==> src/design/tchc_pkg.sv <==
// ----------------------------------------------------------------------------
// tchc_pkg: shared constants for the thread count hill climber
// Field widths, register indexes, result codes and default sizes.
// ----------------------------------------------------------------------------
`default_nettype none

package tchc_pkg;

    // field widths
    localparam int RATE_W     = 32;
    localparam int TEMP_W     = 12;
    localparam int CNT_W      = 9;
    localparam int L3_W       = 20;
    localparam int CFG_IDX_W  = 3;
    localparam int CFG_DATA_W = 20;
    localparam int TREND_W    = 2;

    // default sizes
    localparam int HISTORY_DEPTH_DEF = 8;
    localparam int QUEUE_DEPTH_DEF   = 4;

    // configuration register indexes
    localparam logic [CFG_IDX_W-1:0] REG_PHYS_CORES    = 3'd0;
    localparam logic [CFG_IDX_W-1:0] REG_LOGICAL_CORES = 3'd1;
    localparam logic [CFG_IDX_W-1:0] REG_L3_CACHE_KB   = 3'd2;
    localparam logic [CFG_IDX_W-1:0] REG_TEMP_LIMIT    = 3'd3;

    // configuration reset values
    localparam logic [CNT_W-1:0]  PHYS_CORES_RST    = 9'd1;
    localparam logic [CNT_W-1:0]  LOGICAL_CORES_RST = 9'd1;
    localparam logic [L3_W-1:0]   L3_CACHE_KB_RST   = 20'd0;
    localparam logic [TEMP_W-1:0] TEMP_LIMIT_RST    = 12'd850;

    // item opcodes
    localparam logic OP_RESTART = 1'b0;
    localparam logic OP_SAMPLE  = 1'b1;

    // trend action codes
    localparam logic [TREND_W-1:0] TREND_HOLD = 2'd0;
    localparam logic [TREND_W-1:0] TREND_UP   = 2'd1;
    localparam logic [TREND_W-1:0] TREND_DOWN = 2'd2;

    // l3 kilobytes per worker is 2048, a shift by 11
    localparam int CACHE_SHIFT = 11;
    // samples needed before a decision
    localparam int WARM_MIN    = 3;
    localparam logic [CNT_W-1:0] CNT_ONE = 9'd1;

endpackage

`default_nettype wire

==> src/design/tchc_queue.sv <==
// ----------------------------------------------------------------------------
// tchc_queue: decoupling fifo between front and back
// Small register fifo carrying classified requests with a fill level.
// ----------------------------------------------------------------------------
`default_nettype none

module tchc_queue #(
    parameter int WIDTH = 8,
    parameter int DEPTH = 4
) (
    input  wire                             i_clk,
    input  wire                             i_rst_n,
    input  wire                             i_push,
    input  wire  [WIDTH-1:0]                i_data,
    input  wire                             i_pop,
    output logic [WIDTH-1:0]                o_data,
    output logic                            o_empty,
    output logic [$clog2(DEPTH+1)-1:0]      o_level
);
    import tchc_pkg::*;

    localparam int PTR_W = $clog2(DEPTH);
    localparam int LVL_W = $clog2(DEPTH+1);

    logic [WIDTH-1:0] r_mem [DEPTH];
    logic [PTR_W-1:0] r_wr, n_wr;
    logic [PTR_W-1:0] r_rd, n_rd;
    logic [LVL_W-1:0] r_lvl, n_lvl;
    logic             do_pop;

    assign do_pop  = i_pop && (r_lvl != '0);
    assign o_data  = r_mem[r_rd];
    assign o_empty = (r_lvl == '0);
    assign o_level = r_lvl;

    always_comb begin
        n_wr  = r_wr;
        n_rd  = r_rd;
        n_lvl = r_lvl;
        if (i_push) begin
            n_wr = (r_wr == PTR_W'(DEPTH-1)) ? '0 : r_wr + PTR_W'(1);
        end
        if (do_pop) begin
            n_rd = (r_rd == PTR_W'(DEPTH-1)) ? '0 : r_rd + PTR_W'(1);
        end
        case ({i_push, do_pop})
            2'b10:   n_lvl = r_lvl + LVL_W'(1);
            2'b01:   n_lvl = r_lvl - LVL_W'(1);
            default: n_lvl = r_lvl;
        endcase
    end

    always_ff @(posedge i_clk) begin
        if (!i_rst_n) begin
            r_wr  <= '0;
            r_rd  <= '0;
            r_lvl <= '0;
        end else begin
            r_wr  <= n_wr;
            r_rd  <= n_rd;
            r_lvl <= n_lvl;
        end
    end

    always_ff @(posedge i_clk) begin
        if (i_push) begin
            r_mem[r_wr] <= i_data;
        end
    end

endmodule

`default_nettype wire

==> src/design/tchc_front.sv <==
// ----------------------------------------------------------------------------
// tchc_front: request intake, rate history and running window sum
// Accepts requests, keeps the sample ring and sum, and queues classified work.
// ----------------------------------------------------------------------------
`default_nettype none

module tchc_front #(
    parameter int HISTORY_DEPTH = tchc_pkg::HISTORY_DEPTH_DEF,
    parameter int QUEUE_DEPTH   = tchc_pkg::QUEUE_DEPTH_DEF,
    parameter int ENTRY_W       = 8
) (
    input  wire                                 i_clk,
    input  wire                                 i_rst_n,
    input  wire                                 i_in_valid,
    output logic                                o_in_stall,
    input  wire                                 i_op,
    input  wire  [tchc_pkg::RATE_W-1:0]         i_hashrate,
    input  wire  [tchc_pkg::TEMP_W-1:0]         i_temperature,
    input  wire  [tchc_pkg::CNT_W-1:0]          i_phys_cores,
    input  wire  [tchc_pkg::L3_W-1:0]           i_l3_cache_kb,
    input  wire  [$clog2(QUEUE_DEPTH+1)-1:0]    i_q_level,
    output logic                                o_push,
    output logic [ENTRY_W-1:0]                  o_push_data
);
    import tchc_pkg::*;

    localparam int SLOT_W = $clog2(HISTORY_DEPTH);
    localparam int HELD_W = $clog2(HISTORY_DEPTH+1);
    localparam int SUM_W  = RATE_W + HELD_W;
    localparam int K_W    = HELD_W + 6;
    localparam int LVL_W  = $clog2(QUEUE_DEPTH+1);
    localparam int CRD_W  = LVL_W + 1;

    logic [RATE_W-1:0] r_hist [HISTORY_DEPTH];

    logic [SLOT_W-1:0] r_slot, n_slot;
    logic [HELD_W-1:0] r_held, n_held;
    logic [SUM_W-1:0]  r_sum,  n_sum;

    // stage between intake and queue
    logic              r_f_v;
    logic              r_f_op;
    logic [RATE_W-1:0] r_f_rate;
    logic [TEMP_W-1:0] r_f_temp;
    logic [CNT_W-1:0]  r_f_rcnt;
    logic [HELD_W-1:0] r_f_held;
    logic              r_f_sub;
    logic [RATE_W-1:0] r_old;

    logic              accept;
    logic [CNT_W-1:0]  cache_cnt;
    logic [CNT_W-1:0]  min_cnt;
    logic [CNT_W-1:0]  rst_cnt;
    logic              full_ring;
    logic              warm;
    logic [K_W-1:0]    held_k;
    logic [K_W-1:0]    k;

    // keep room in the queue for the item in flight and the one coming in
    assign o_in_stall = (CRD_W'(r_f_v) + CRD_W'(i_q_level)) >= CRD_W'(QUEUE_DEPTH);
    assign accept     = i_in_valid && !o_in_stall;
    assign full_ring  = (r_held == HELD_W'(HISTORY_DEPTH));

    // starting count from cores and cache
    always_comb begin
        cache_cnt = (i_l3_cache_kb != '0) ? i_l3_cache_kb[L3_W-1:CACHE_SHIFT] : i_phys_cores;
        min_cnt   = (i_phys_cores < cache_cnt) ? i_phys_cores : cache_cnt;
        rst_cnt   = (min_cnt == '0) ? CNT_ONE : min_cnt;
    end

    always_comb begin
        n_slot = r_slot;
        n_held = r_held;
        if (accept) begin
            if (i_op == OP_RESTART) begin
                n_slot = '0;
                n_held = '0;
            end else begin
                n_slot = (r_slot == SLOT_W'(HISTORY_DEPTH-1)) ? '0 : r_slot + SLOT_W'(1);
                n_held = full_ring ? r_held : r_held + HELD_W'(1);
            end
        end
    end

    always_comb begin
        if (r_f_op == OP_RESTART) begin
            n_sum = '0;
        end else if (r_f_sub) begin
            n_sum = r_sum + SUM_W'(r_f_rate) - SUM_W'(r_old);
        end else begin
            n_sum = r_sum + SUM_W'(r_f_rate);
        end
    end

    // held * 50 as shifts
    assign held_k = K_W'(r_f_held);
    assign k      = (held_k << 5) + (held_k << 4) + (held_k << 1);
    assign warm   = (r_f_op == OP_RESTART) || (r_f_held < HELD_W'(WARM_MIN));

    assign o_push      = r_f_v;
    assign o_push_data = {r_f_op, warm, r_f_rate, r_f_temp, r_f_rcnt, k, n_sum};

    always_ff @(posedge i_clk) begin
        if (!i_rst_n) begin
            r_slot <= '0;
            r_held <= '0;
            r_sum  <= '0;
            r_f_v  <= 1'b0;
        end else begin
            r_slot <= n_slot;
            r_held <= n_held;
            r_f_v  <= accept;
            if (r_f_v) begin
                r_sum <= n_sum;
            end
        end
    end

    always_ff @(posedge i_clk) begin
        if (accept) begin
            r_f_op   <= i_op;
            r_f_rate <= i_hashrate;
            r_f_temp <= i_temperature;
            r_f_rcnt <= rst_cnt;
            r_f_held <= n_held;
            r_f_sub  <= full_ring;
        end
    end

    // read-before-write: the old value leaves the window sum next cycle
    always_ff @(posedge i_clk) begin
        if (accept && (i_op == OP_SAMPLE)) begin
            r_hist[r_slot] <= i_hashrate;
            r_old          <= r_hist[r_slot];
        end
    end

endmodule

`default_nettype wire

==> src/design/tchc_back.sv <==
// ----------------------------------------------------------------------------
// tchc_back: trend decision and count update
// Multiplies out the mean comparison, steps the count and drives results.
// ----------------------------------------------------------------------------
`default_nettype none

module tchc_back #(
    parameter int HISTORY_DEPTH = tchc_pkg::HISTORY_DEPTH_DEF,
    parameter int ENTRY_W       = 8
) (
    input  wire                                 i_clk,
    input  wire                                 i_rst_n,
    input  wire  [ENTRY_W-1:0]                  i_q_data,
    input  wire                                 i_q_empty,
    output logic                                o_pop,
    input  wire  [tchc_pkg::CNT_W-1:0]          i_logical_cores,
    input  wire  [tchc_pkg::TEMP_W-1:0]         i_temp_limit,
    output logic                                o_out_valid,
    input  wire                                 i_out_stall,
    output logic [tchc_pkg::CNT_W-1:0]          o_thread_count,
    output logic                                o_warming_up,
    output logic [tchc_pkg::TREND_W-1:0]        o_trend_action,
    output logic                                o_thermal_cut
);
    import tchc_pkg::*;

    localparam int HELD_W = $clog2(HISTORY_DEPTH+1);
    localparam int SUM_W  = RATE_W + HELD_W;
    localparam int K_W    = HELD_W + 6;
    localparam int CMP_W  = SUM_W + 6;

    // entry layout, low to high: sum, k, rcnt, temp, rate, warm, op
    localparam int K_LO    = SUM_W;
    localparam int RCNT_LO = K_LO + K_W;
    localparam int TEMP_LO = RCNT_LO + CNT_W;
    localparam int RATE_LO = TEMP_LO + TEMP_W;
    localparam int WARM_B  = RATE_LO + RATE_W;
    localparam int OP_B    = WARM_B + 1;

    logic [SUM_W-1:0]  q_sum;
    logic [K_W-1:0]    q_k;
    logic [CNT_W-1:0]  q_rcnt;
    logic [TEMP_W-1:0] q_temp;
    logic [RATE_W-1:0] q_rate;
    logic [CMP_W-1:0]  sum_x;

    logic              advance;

    logic              r_b_v;
    logic              r_b_op;
    logic              r_b_warm;
    logic [TEMP_W-1:0] r_b_temp;
    logic [CNT_W-1:0]  r_b_rcnt;
    logic [CMP_W-1:0]  r_b_lhs;
    logic [CMP_W-1:0]  r_b_hi;
    logic [CMP_W-1:0]  r_b_lo;

    logic [CNT_W-1:0]   r_count, n_count;
    logic               r_o_v;
    logic               r_o_warm,  n_warm;
    logic [TREND_W-1:0] r_o_trend, n_trend;
    logic               r_o_cut,   n_cut;
    logic [CNT_W-1:0]   step_cnt;

    assign q_sum  = i_q_data[K_LO-1:0];
    assign q_k    = i_q_data[RCNT_LO-1:K_LO];
    assign q_rcnt = i_q_data[TEMP_LO-1:RCNT_LO];
    assign q_temp = i_q_data[RATE_LO-1:TEMP_LO];
    assign q_rate = i_q_data[WARM_B-1:RATE_LO];
    assign sum_x  = CMP_W'(q_sum);

    assign advance = !r_o_v || !i_out_stall;
    assign o_pop   = advance && !i_q_empty;

    always_ff @(posedge i_clk) begin
        if (!i_rst_n) begin
            r_b_v <= 1'b0;
        end else if (advance) begin
            r_b_v <= !i_q_empty;
        end
    end

    // rate * held * 50 against sum * 51 and sum * 49
    always_ff @(posedge i_clk) begin
        if (o_pop) begin
            r_b_op   <= i_q_data[OP_B];
            r_b_warm <= i_q_data[WARM_B];
            r_b_temp <= q_temp;
            r_b_rcnt <= q_rcnt;
            r_b_lhs  <= CMP_W'(q_rate) * CMP_W'(q_k);
            r_b_hi   <= (sum_x << 5) + (sum_x << 4) + (sum_x << 1) + sum_x;
            r_b_lo   <= (sum_x << 5) + (sum_x << 4) + sum_x;
        end
    end

    always_comb begin
        step_cnt = r_count;
        n_trend  = TREND_HOLD;
        n_cut    = 1'b0;
        n_warm   = 1'b0;
        n_count  = r_count;
        if (r_b_op == OP_RESTART) begin
            n_count = r_b_rcnt;
            n_warm  = 1'b1;
        end else if (r_b_warm) begin
            n_warm = 1'b1;
        end else begin
            if (r_b_lhs > r_b_hi) begin
                if (r_count < i_logical_cores) begin
                    step_cnt = r_count + CNT_W'(1);
                    n_trend  = TREND_UP;
                end
            end else if (r_b_lhs < r_b_lo) begin
                if (r_count > CNT_ONE) begin
                    step_cnt = r_count - CNT_W'(1);
                    n_trend  = TREND_DOWN;
                end
            end
            n_count = step_cnt;
            if (($signed(r_b_temp) > $signed(i_temp_limit)) && (step_cnt > CNT_ONE)) begin
                n_count = step_cnt - CNT_W'(1);
                n_cut   = 1'b1;
            end
        end
    end

    always_ff @(posedge i_clk) begin
        if (!i_rst_n) begin
            r_count <= CNT_ONE;
            r_o_v   <= 1'b0;
        end else if (advance) begin
            r_o_v <= r_b_v;
            if (r_b_v) begin
                r_count <= n_count;
            end
        end
    end

    always_ff @(posedge i_clk) begin
        if (advance && r_b_v) begin
            r_o_warm  <= n_warm;
            r_o_trend <= n_trend;
            r_o_cut   <= n_cut;
        end
    end

    assign o_out_valid    = r_o_v;
    assign o_thread_count = r_count;
    assign o_warming_up   = r_o_warm;
    assign o_trend_action = r_o_trend;
    assign o_thermal_cut  = r_o_cut;

endmodule

`default_nettype wire

==> src/design/thread_count_hill_climber.sv <==
// ----------------------------------------------------------------------------
// thread_count_hill_climber: worker count tuning from hash rate samples
// Top level with configuration registers, front, request queue and back.
// ----------------------------------------------------------------------------
// One request per clock is taken while o_in_stall is low, and one result per
// request is returned, in order. A request passes the front stage (ring write,
// window sum), waits in a QUEUE_DEPTH entry queue, then passes the back (multiply
// stage, count update into the output register): with no stall at the output
// the rate is one request per cycle.
// The queue keeps the input side running while a result waits; the input
// stalls only once the queue and the front stage hold QUEUE_DEPTH requests.
// Configuration writes are taken every cycle; they belong in idle periods.
`default_nettype none

module thread_count_hill_climber #(
    parameter int HISTORY_DEPTH = tchc_pkg::HISTORY_DEPTH_DEF,
    parameter int QUEUE_DEPTH   = tchc_pkg::QUEUE_DEPTH_DEF
) (
    input  wire                                 i_clk,
    input  wire                                 i_rst_n,
    input  wire                                 i_in_valid,
    output logic                                o_in_stall,
    input  wire                                 i_op,
    input  wire  [tchc_pkg::RATE_W-1:0]         i_hashrate,
    input  wire  [tchc_pkg::TEMP_W-1:0]         i_temperature,
    output logic                                o_out_valid,
    input  wire                                 i_out_stall,
    output logic [tchc_pkg::CNT_W-1:0]          o_thread_count,
    output logic                                o_warming_up,
    output logic [tchc_pkg::TREND_W-1:0]        o_trend_action,
    output logic                                o_thermal_cut,
    input  wire                                 i_cfg_valid,
    output logic                                o_cfg_ready,
    input  wire  [tchc_pkg::CFG_IDX_W-1:0]      i_cfg_index,
    input  wire  [tchc_pkg::CFG_DATA_W-1:0]     i_cfg_data
);
    import tchc_pkg::*;

    localparam int HELD_W  = $clog2(HISTORY_DEPTH+1);
    localparam int SUM_W   = RATE_W + HELD_W;
    localparam int K_W     = HELD_W + 6;
    localparam int ENTRY_W = 2 + RATE_W + TEMP_W + CNT_W + K_W + SUM_W;
    localparam int LVL_W   = $clog2(QUEUE_DEPTH+1);

    logic [CNT_W-1:0]  r_phys;
    logic [CNT_W-1:0]  r_logical;
    logic [L3_W-1:0]   r_l3;
    logic [TEMP_W-1:0] r_tlimit;

    logic               q_push;
    logic [ENTRY_W-1:0] q_wdata;
    logic               q_pop;
    logic [ENTRY_W-1:0] q_rdata;
    logic               q_empty;
    logic [LVL_W-1:0]   q_level;

    assign o_cfg_ready = 1'b1;

    always_ff @(posedge i_clk) begin
        if (!i_rst_n) begin
            r_phys    <= PHYS_CORES_RST;
            r_logical <= LOGICAL_CORES_RST;
            r_l3      <= L3_CACHE_KB_RST;
            r_tlimit  <= TEMP_LIMIT_RST;
        end else if (i_cfg_valid && o_cfg_ready) begin
            case (i_cfg_index)
                REG_PHYS_CORES:    r_phys    <= i_cfg_data[CNT_W-1:0];
                REG_LOGICAL_CORES: r_logical <= i_cfg_data[CNT_W-1:0];
                REG_L3_CACHE_KB:   r_l3      <= i_cfg_data[L3_W-1:0];
                REG_TEMP_LIMIT:    r_tlimit  <= i_cfg_data[TEMP_W-1:0];
                default: ;
            endcase
        end
    end

    tchc_front #(
        .HISTORY_DEPTH (HISTORY_DEPTH),
        .QUEUE_DEPTH   (QUEUE_DEPTH),
        .ENTRY_W       (ENTRY_W)
    ) u_front (
        .i_clk         (i_clk),
        .i_rst_n       (i_rst_n),
        .i_in_valid    (i_in_valid),
        .o_in_stall    (o_in_stall),
        .i_op          (i_op),
        .i_hashrate    (i_hashrate),
        .i_temperature (i_temperature),
        .i_phys_cores  (r_phys),
        .i_l3_cache_kb (r_l3),
        .i_q_level     (q_level),
        .o_push        (q_push),
        .o_push_data   (q_wdata)
    );

    tchc_queue #(
        .WIDTH (ENTRY_W),
        .DEPTH (QUEUE_DEPTH)
    ) u_queue (
        .i_clk   (i_clk),
        .i_rst_n (i_rst_n),
        .i_push  (q_push),
        .i_data  (q_wdata),
        .i_pop   (q_pop),
        .o_data  (q_rdata),
        .o_empty (q_empty),
        .o_level (q_level)
    );

    tchc_back #(
        .HISTORY_DEPTH (HISTORY_DEPTH),
        .ENTRY_W       (ENTRY_W)
    ) u_back (
        .i_clk           (i_clk),
        .i_rst_n         (i_rst_n),
        .i_q_data        (q_rdata),
        .i_q_empty       (q_empty),
        .o_pop           (q_pop),
        .i_logical_cores (r_logical),
        .i_temp_limit    (r_tlimit),
        .o_out_valid     (o_out_valid),
        .i_out_stall     (i_out_stall),
        .o_thread_count  (o_thread_count),
        .o_warming_up    (o_warming_up),
        .o_trend_action  (o_trend_action),
        .o_thermal_cut   (o_thermal_cut)
    );

    // queue never takes a request when full
    a_no_overflow: assert property (@(posedge i_clk) disable iff (!i_rst_n)
        q_push |-> (q_level < LVL_W'(QUEUE_DEPTH)))
        else $error("request queue overflow");

    // count stays at least one on every result
    a_count_nonzero: assert property (@(posedge i_clk) disable iff (!i_rst_n)
        o_out_valid |-> (o_thread_count != '0))
        else $error("thread count of zero");

    // no decision during warm-up
    a_warm_no_action: assert property (@(posedge i_clk) disable iff (!i_rst_n)
        (o_out_valid && o_warming_up) |-> ((o_trend_action == TREND_HOLD) && !o_thermal_cut))
        else $error("action taken while warming up");

    // a request accepted with room downstream shows up as a push next cycle
    a_accept_push: assert property (@(posedge i_clk) disable iff (!i_rst_n)
        (i_in_valid && !o_in_stall) |=> q_push)
        else $error("accepted request not queued");

endmodule

`default_nettype wire
==> config.mk <==
export PLATFORM = sky130hd
export DESIGN_NAME = thread_count_hill_climber
export DESIGN_NICKNAME = d
export VERILOG_FILES = /design/src/design/tchc_pkg.sv /design/src/design/tchc_queue.sv /design/src/design/tchc_front.sv /design/src/design/tchc_back.sv /design/src/design/thread_count_hill_climber.sv
export SDC_FILE = /design/constraint.sdc
export NUM_CORES = 2
export LEC_CHECK = 0
export BUFFER_PORTS_ARGS = -buffer_cell sky130_fd_sc_hd__buf_4
export CELL_PAD_IN_SITES_DETAIL_PLACEMENT = 0
export CELL_PAD_IN_SITES_GLOBAL_PLACEMENT = 1
export CORE_UTILIZATION = 48
export DETAILED_ROUTE_END_ITERATION = 8
export PLACE_DENSITY_LB_ADDON = 0.1
export SLEW_MARGIN = 20
export SYNTH_ARGS = -nofsm -noshare
export SYNTH_HDL_FRONTEND = slang
export SYNTH_HIERARCHICAL = 1
export SYNTH_SLANG_ARGS = --single-unit
==> constraint.sdc <==
create_clock -name i_clk -period 14.5 [get_ports i_clk]
set_clock_uncertainty 0.1 [all_clocks]
set_input_delay 2.175 -clock i_clk [delete_from_list [all_inputs] [get_ports i_clk]]
set_output_delay 2.175 -clock i_clk [all_outputs]
set_load 0.02 [all_outputs]
* Yosys cells after proc, flatten, opt, wreduce, memory -nomap -nowiden
Memories as Yosys holds them, arrays and structs flattened. A register that Yosys moved wholly into a read port is not among the register bits.
Index checks and enable logic that the tools add are counted.
** Storage, ports and cells
- Output and inout bits :: 16
- Flip-flop bits (word level) :: 324
- RAM bits :: 660
- Memories :: 2
- Input port bits :: 73
** Operators by class
- Multiply operators :: 1
- Add/sub/neg operators :: 18
- Eq/ne operators :: 10
- $lt $le $gt $ge :: 9
- Reduce and logical (&&, ||, !) cells :: 24
- Multiplexer cells :: 33
- Bitwise gates (word level) :: 2
** Memory list
- u_queue.r_mem :: depth 4, bits a word 101, read ports 1, clocked after Yosys merged registers in 1, wr ports 1, line tchc_queue.sv:25 : logic [WIDTH-1:0] r_mem [DEPTH];
- u_front.r_hist :: depth 8, bits a word 32, read ports 1, clocked after Yosys merged registers in 1, wr ports 1, line tchc_front.sv:34 : logic [RATE_W-1:0] r_hist [HISTORY_DEPTH];
** Operator list (count)
- 9-bit 2-to-1 mux :: 11
- 42-bit by 36-bit adder with 42-bit output :: 2
- 36-bit 2-to-1 mux :: 2
- 41-bit by 40-bit adder with 42-bit output :: 1
- 42-bit by 37-bit adder with 42-bit output :: 1
- 42-bit > comparator :: 1
- 42-bit less-than comparator :: 1
- 32-bit by 10-bit multiplier with 42-bit output :: 1
- 36-bit by 32-bit adder with 36-bit output :: 1
- 36-bit by 32-bit subtractor with 36-bit output :: 1
- 20-bit nonzero test :: 1
- 9-bit by 1-bit > comparator with 1-bit output, second input constant :: 2
- 9-bit less-than comparator :: 2
- 9-bit by 1-bit subtractor with 9-bit output, second input constant :: 2
- 2-bit 2-to-1 mux :: 7
- 12-bit > comparator :: 1
- 4-bit 2-to-1 mux :: 3
- 10-bit by 5-bit adder with 10-bit output :: 1
- 9-bit by 8-bit adder with 10-bit output :: 1
- 9-bit by 1-bit adder with 9-bit output, second input constant :: 1
- 9-bit logical NOT :: 1
- 2-bit AND reduction :: 4
- 1-bit 2-to-1 mux :: 7
- 3-bit by 1-bit adder with 3-bit output, second input constant :: 2
- other kinds (24) :: 40

* Longest topological paths before layout
- Word-level depth :: 11
- Gate-level depth with buffers :: 31
- Mapped depth without buffers :: 29

* Hierarchy
The synthesis kept the hierarchy.
** Modules (own cells, without submodules)
- tchc_back :: cells an instance 2733, area an instance 24826.3 sq um, instances 1, sequential area each 4784.6 sq um
- tchc_front :: cells an instance 1432, area an instance 18357.6 sq um, instances 1, sequential area each 11300.8 sq um
- tchc_queue :: cells an instance 577, area an instance 15039.4 sq um, instances 1, sequential area each 12311.8 sq um
- thread_count_hill_climber :: cells an instance 197, area an instance 1946.9 sq um, instances 1, sequential area each 1001.0 sq um

* Worst setup path before layout
No wires, ideal clock.
- Kind :: input port to flip-flop
- From :: input i_out_stall
- To :: register u_queue.r_lvl[2], in the netlist u_queue/o_level[2]
- Setup time :: 0.076 ns
- Data arrival time :: 11.842 ns
- Path slack :: 2.483 ns
- Cell stages on the path :: 9
- Buffers on the path :: 0
- Data required time :: 14.324 ns
- Cell sequence :: a21oi_1 -> o31ai_1 -> inv_1 -> ha_1 -> inv_1 -> fa_1 -> xor2_1 -> or3_1 -> a21boi_0
** Between the ends
- Longest elaborated chain between the ends :: 6
** RTL lines
- start: declaration :: line thread_count_hill_climber.sv:27 : input wire i_out_stall,
- 1-bit logical NOT * :: line tchc_back.sv:72 : assign advance = !r_o_v || !i_out_stall;
- 1-bit logical OR * :: line tchc_back.sv:72
- 1-bit logical AND * :: line tchc_back.sv:73 : assign o_pop = advance && !i_q_empty;
- 1-bit logical AND * :: line tchc_queue.sv:31 : assign do_pop = i_pop && (r_lvl != '0);
- 2-bit by 1-bit == test with 1-bit output / 2-bit == test (equally long branches) :: line tchc_queue.sv:46 : case ({i_push, do_pop})
- 3-bit one-hot mux with 2 select lines / 2-bit nonzero test (equally long branches)
- end signal: assignment :: line tchc_queue.sv:61 : r_lvl <= n_lvl;
- end: declaration :: line tchc_queue.sv:28 : logic [LVL_W-1:0] r_lvl, n_lvl;
Every way passes the cells marked *; elsewhere a longest branch is shown, timed or not.
A chain may end at the register's enable or synchronous reset.

==> impl_metrics.csv <==
group,metric,value,unit
status,status,"finished clean",
clock_network,cts-hold-fix-buffers,0,
clock_network,cts_made_buffers,105,
timing,min_period,8.80,ns
timing,setup_viol,0,
clock_network,cts-root-buf,"clkbuf_16",
layout,final-seq-area,29400,µm²
layout,multiInputGateArea,27800,µm²
timing,finalMaxSlewViolations,0,
clock_network,cts_num_sinks,1017,
timing,relSlewSlack,29.0,%
die,num_rows,129,
timing,rsz0062_at_grt,"false",
hold_path,hp-class,"reg -> reg",
logic_synthesis,ys_top_cells_by_count,"edfxtp_1 (903), inv_1 (572), nand2_1 (391)",
layout,num-fill-cells,10700,
clock_network,worstSkewPairLatency,0.73,ns
clock_network,post_cts_resized,0,
timing,fmax,0.114,GHz
detailed_routing,wl_per_cell,22.6,µm
logic_synthesis,synth_cells,4939,
logic_synthesis,ys_seq_elements,1017,
detailed_routing,ant_nets,0,
clock_network,clk_pin_slew_worst_paths,0.06,ns
detailed_routing,drtIter0Drc,2877,
logic_synthesis,ys_async_sr_fraction,0,%
global_routing,antenna_found_initial,5,
logic_synthesis,syn_avg_cell_area,12.2,µm²
logic_synthesis,synthDistinctLibCells,113,
die,num_io_pins,89,
die,core-area,124000,µm²
flow_run,maxCapViolCount,0,
critical_path,start_kind,"flop",
placed_design,numPortBuffers,87,
detailed_routing,viasPerCell,5.59,
clock_network,cts_tree,"done",
critical_path,critPathRequiredTime,14.82,ns
die,dieArea,127000,µm²
detailed_routing,drcViolationCount,0,
layout,area_growth,9.50,%
clock_network,post_cts_buffers,0,
timing,setup_tns,0,ns
clock_network,h-tree-depth,3,
global_routing,grt_pass1_wl,232000,µm
logic_synthesis,ys_warn_count,6,
die,dieWidth,356,µm
global_routing,grt_pass1_vias,38000,
global_routing,grt-ovfl-total,0,
detailed_routing,vias,37600,
global_routing,track_usage,24.2,%
critical_path,cp_max_fo,56,
detailed_routing,first_pass_iters,8,
logic_synthesis,netlist_area,60200,µm²
timing,hold_viol,0,
detailed_routing,wirelength,152000,µm
logic_synthesis,yosys_most_used_dff,"edfxtp_1",
logic_synthesis,synth_edf_count,903,
logic_synthesis,ys_top_cells_by_area,"edfxtp_1 (45%), fa_1 (9.2%), ha_1 (7.9%)",
layout,nets,5722,
logic_synthesis,netlist.area_leader.share,45.1,%
logic_synthesis,ys_seq_area_share,48.9,%
logic_synthesis,synth_fp_nets,5670,
die,start_util,48.5,%
global_routing,grt_max_degree,83,
critical_path,cp-end-kind,"flop",
placed_design,dp_hpwl,110000,µm
timing,finalCritPeriodShare,60.7,%
logic_synthesis,yosys.area.top_type,"edfxtp_1",
die,fp.dieH,356,µm
critical_path,cp.arrival,9.12,ns
timing,worstMarginPinSlew,1.04,ns
logic_synthesis,yosysMostFrequentCell,"edfxtp_1",
layout,drive_above_1_share,9.25,%
placed_design,place_congestion,0.905,
clock_network,clockBufferDepth,3,
critical_path,crit_type,"reg -> reg",
[layer usage]
layer,part of all wire (%),up-vias,wire length [µm],track usage (%)
met1,47,18600,71100,34.9
met3,4.5,185,6900,3.04
met4,3.6,4,5480,9.22
met2,45,860,68600,37.5
met5,0.014,-,21,0
li1,-,17900,-,-
[final timing paths]
check / start / endpoint / slack (ns) / cells past startpoint
min reg2reg: r_l3[7] / r_l3[7] / 0.36 / 2
max: flop / u_back/r_b_lhs[40] / 5.70 / 23
max reg2reg: flop / u_back/r_b_lhs[40] / 5.70 / 23
min: r_l3[7] / r_l3[7] / 0.36 / 2
[flip-flops by register name, indices dropped and copies added (netlist names), 3 cells and up, named ones only]
register               cells
u_queue/r_mem            404
u_front/r_held             4
u_back/r_b_hi             42
r_l3                      20
u_queue/o_level            3
u_front/r_slot             3
r_logical                  9
u_back/r_b_temp           12
u_back/r_b_lo             41
u_back/r_b_rcnt            9
u_front/r_old             32
r_phys                     9
u_front/r_f_held           4
u_back/o_thread_count      9
u_front/r_f_rcnt           9
u_front/r_hist           256
u_front/r_f_rate          32
u_back/r_b_lhs            42
u_front/r_f_temp          12
u_front/r_sum             36
r_tlimit                  12
[metrics by stage]
| step | hold WS (ns) | utilization [%] | worst slack, ns | instance area, µm² | instances |
|---|---|---|---|---|---|
| finish | 0.359 | 53.2 | 5.70 | 65900 | 6719 |
| global route | 0.376 | 53.2 | 5.10 | 65900 | 6718 |
| CTS | 0.357 | 53.1 | 5.64 | 65900 | 6718 |
| detailed placement | 0.349 | 50.3 | 5.73 | 62300 | 6521 |
| global placement | 0.342 | 50.3 | 5.79 | 62300 | 6521 |
| floorplan | 0.329 | - | 2.48 | 60200 | 4939 |
[final cells by class]
| cell class | instances | share of cell area (%) |
|---|---|---|
| sequential | 1017 | 44.6 |
| multi-input combinational | 3168 | 42.2 |
| clock buffer | 132 | 4.25 |
| inverter | 573 | 3.26 |
| tap | 1637 | 3.11 |
| timing repair buffer | 126 | 1.44 |
| clock inverter | 65 | 1.11 |
| antenna | 1 | 0.00380 |
[placed cells by master (no fill, tap or decap), types with 131 or more instances in the layout]
cell	count
a21oi_1	231
a22oi_1	131
and2_1	188
edfxtp_1	903
fa_1	278
ha_1	380
inv_1	571
nand2_1	391
nor2_1	150
xnor2_1	137
[worst max-delay path, cell delays in order (launching register included)]
cell	delay (ns)
dfxtp_4	0.83
buf_4	0.73
mux4_2	0.90
nand2_1	0.17
fa_1	0.57
inv_1	0.05
fa_1	0.53
fa_1	0.44
fa_1	0.55
inv_1	0.06
fa_1	0.53
inv_1	0.04
ha_1	0.36
and3_1	0.21
nor2b_1	0.21
nand2_1	0.07
nor3_1	0.28
o311ai_0	0.23
a211o_1	0.37
o211ai_1	0.28
nand2_1	0.16
o31ai_1	0.36
a221oi_1	0.16
xnor2_1	0.14
[cells by family (layout without fill, tap and decap cells)]
group | count (synthesis) | in the layout | share of synthesized area, %
XOR/XNOR | 197 | 197 | 2.88
multiplexers | 181 | 181 | 5.11
adder cells (fa/ha/maj) | 658 | 658 | 17.2
AND/OR/NAND/NOR | 1182 | 1182 | 10.0
AO/OA/AOI/OAI | 948 | 948 | 10.9
buffers and inverters | 754 | 896 | 5.04
other | 2 | 3 | 0.0125
flip-flops | 1017 | 1017 | 48.9
Power is not shown: default switching activity piles up to over one toggle a cycle in this logic, so the estimate is an artifact.
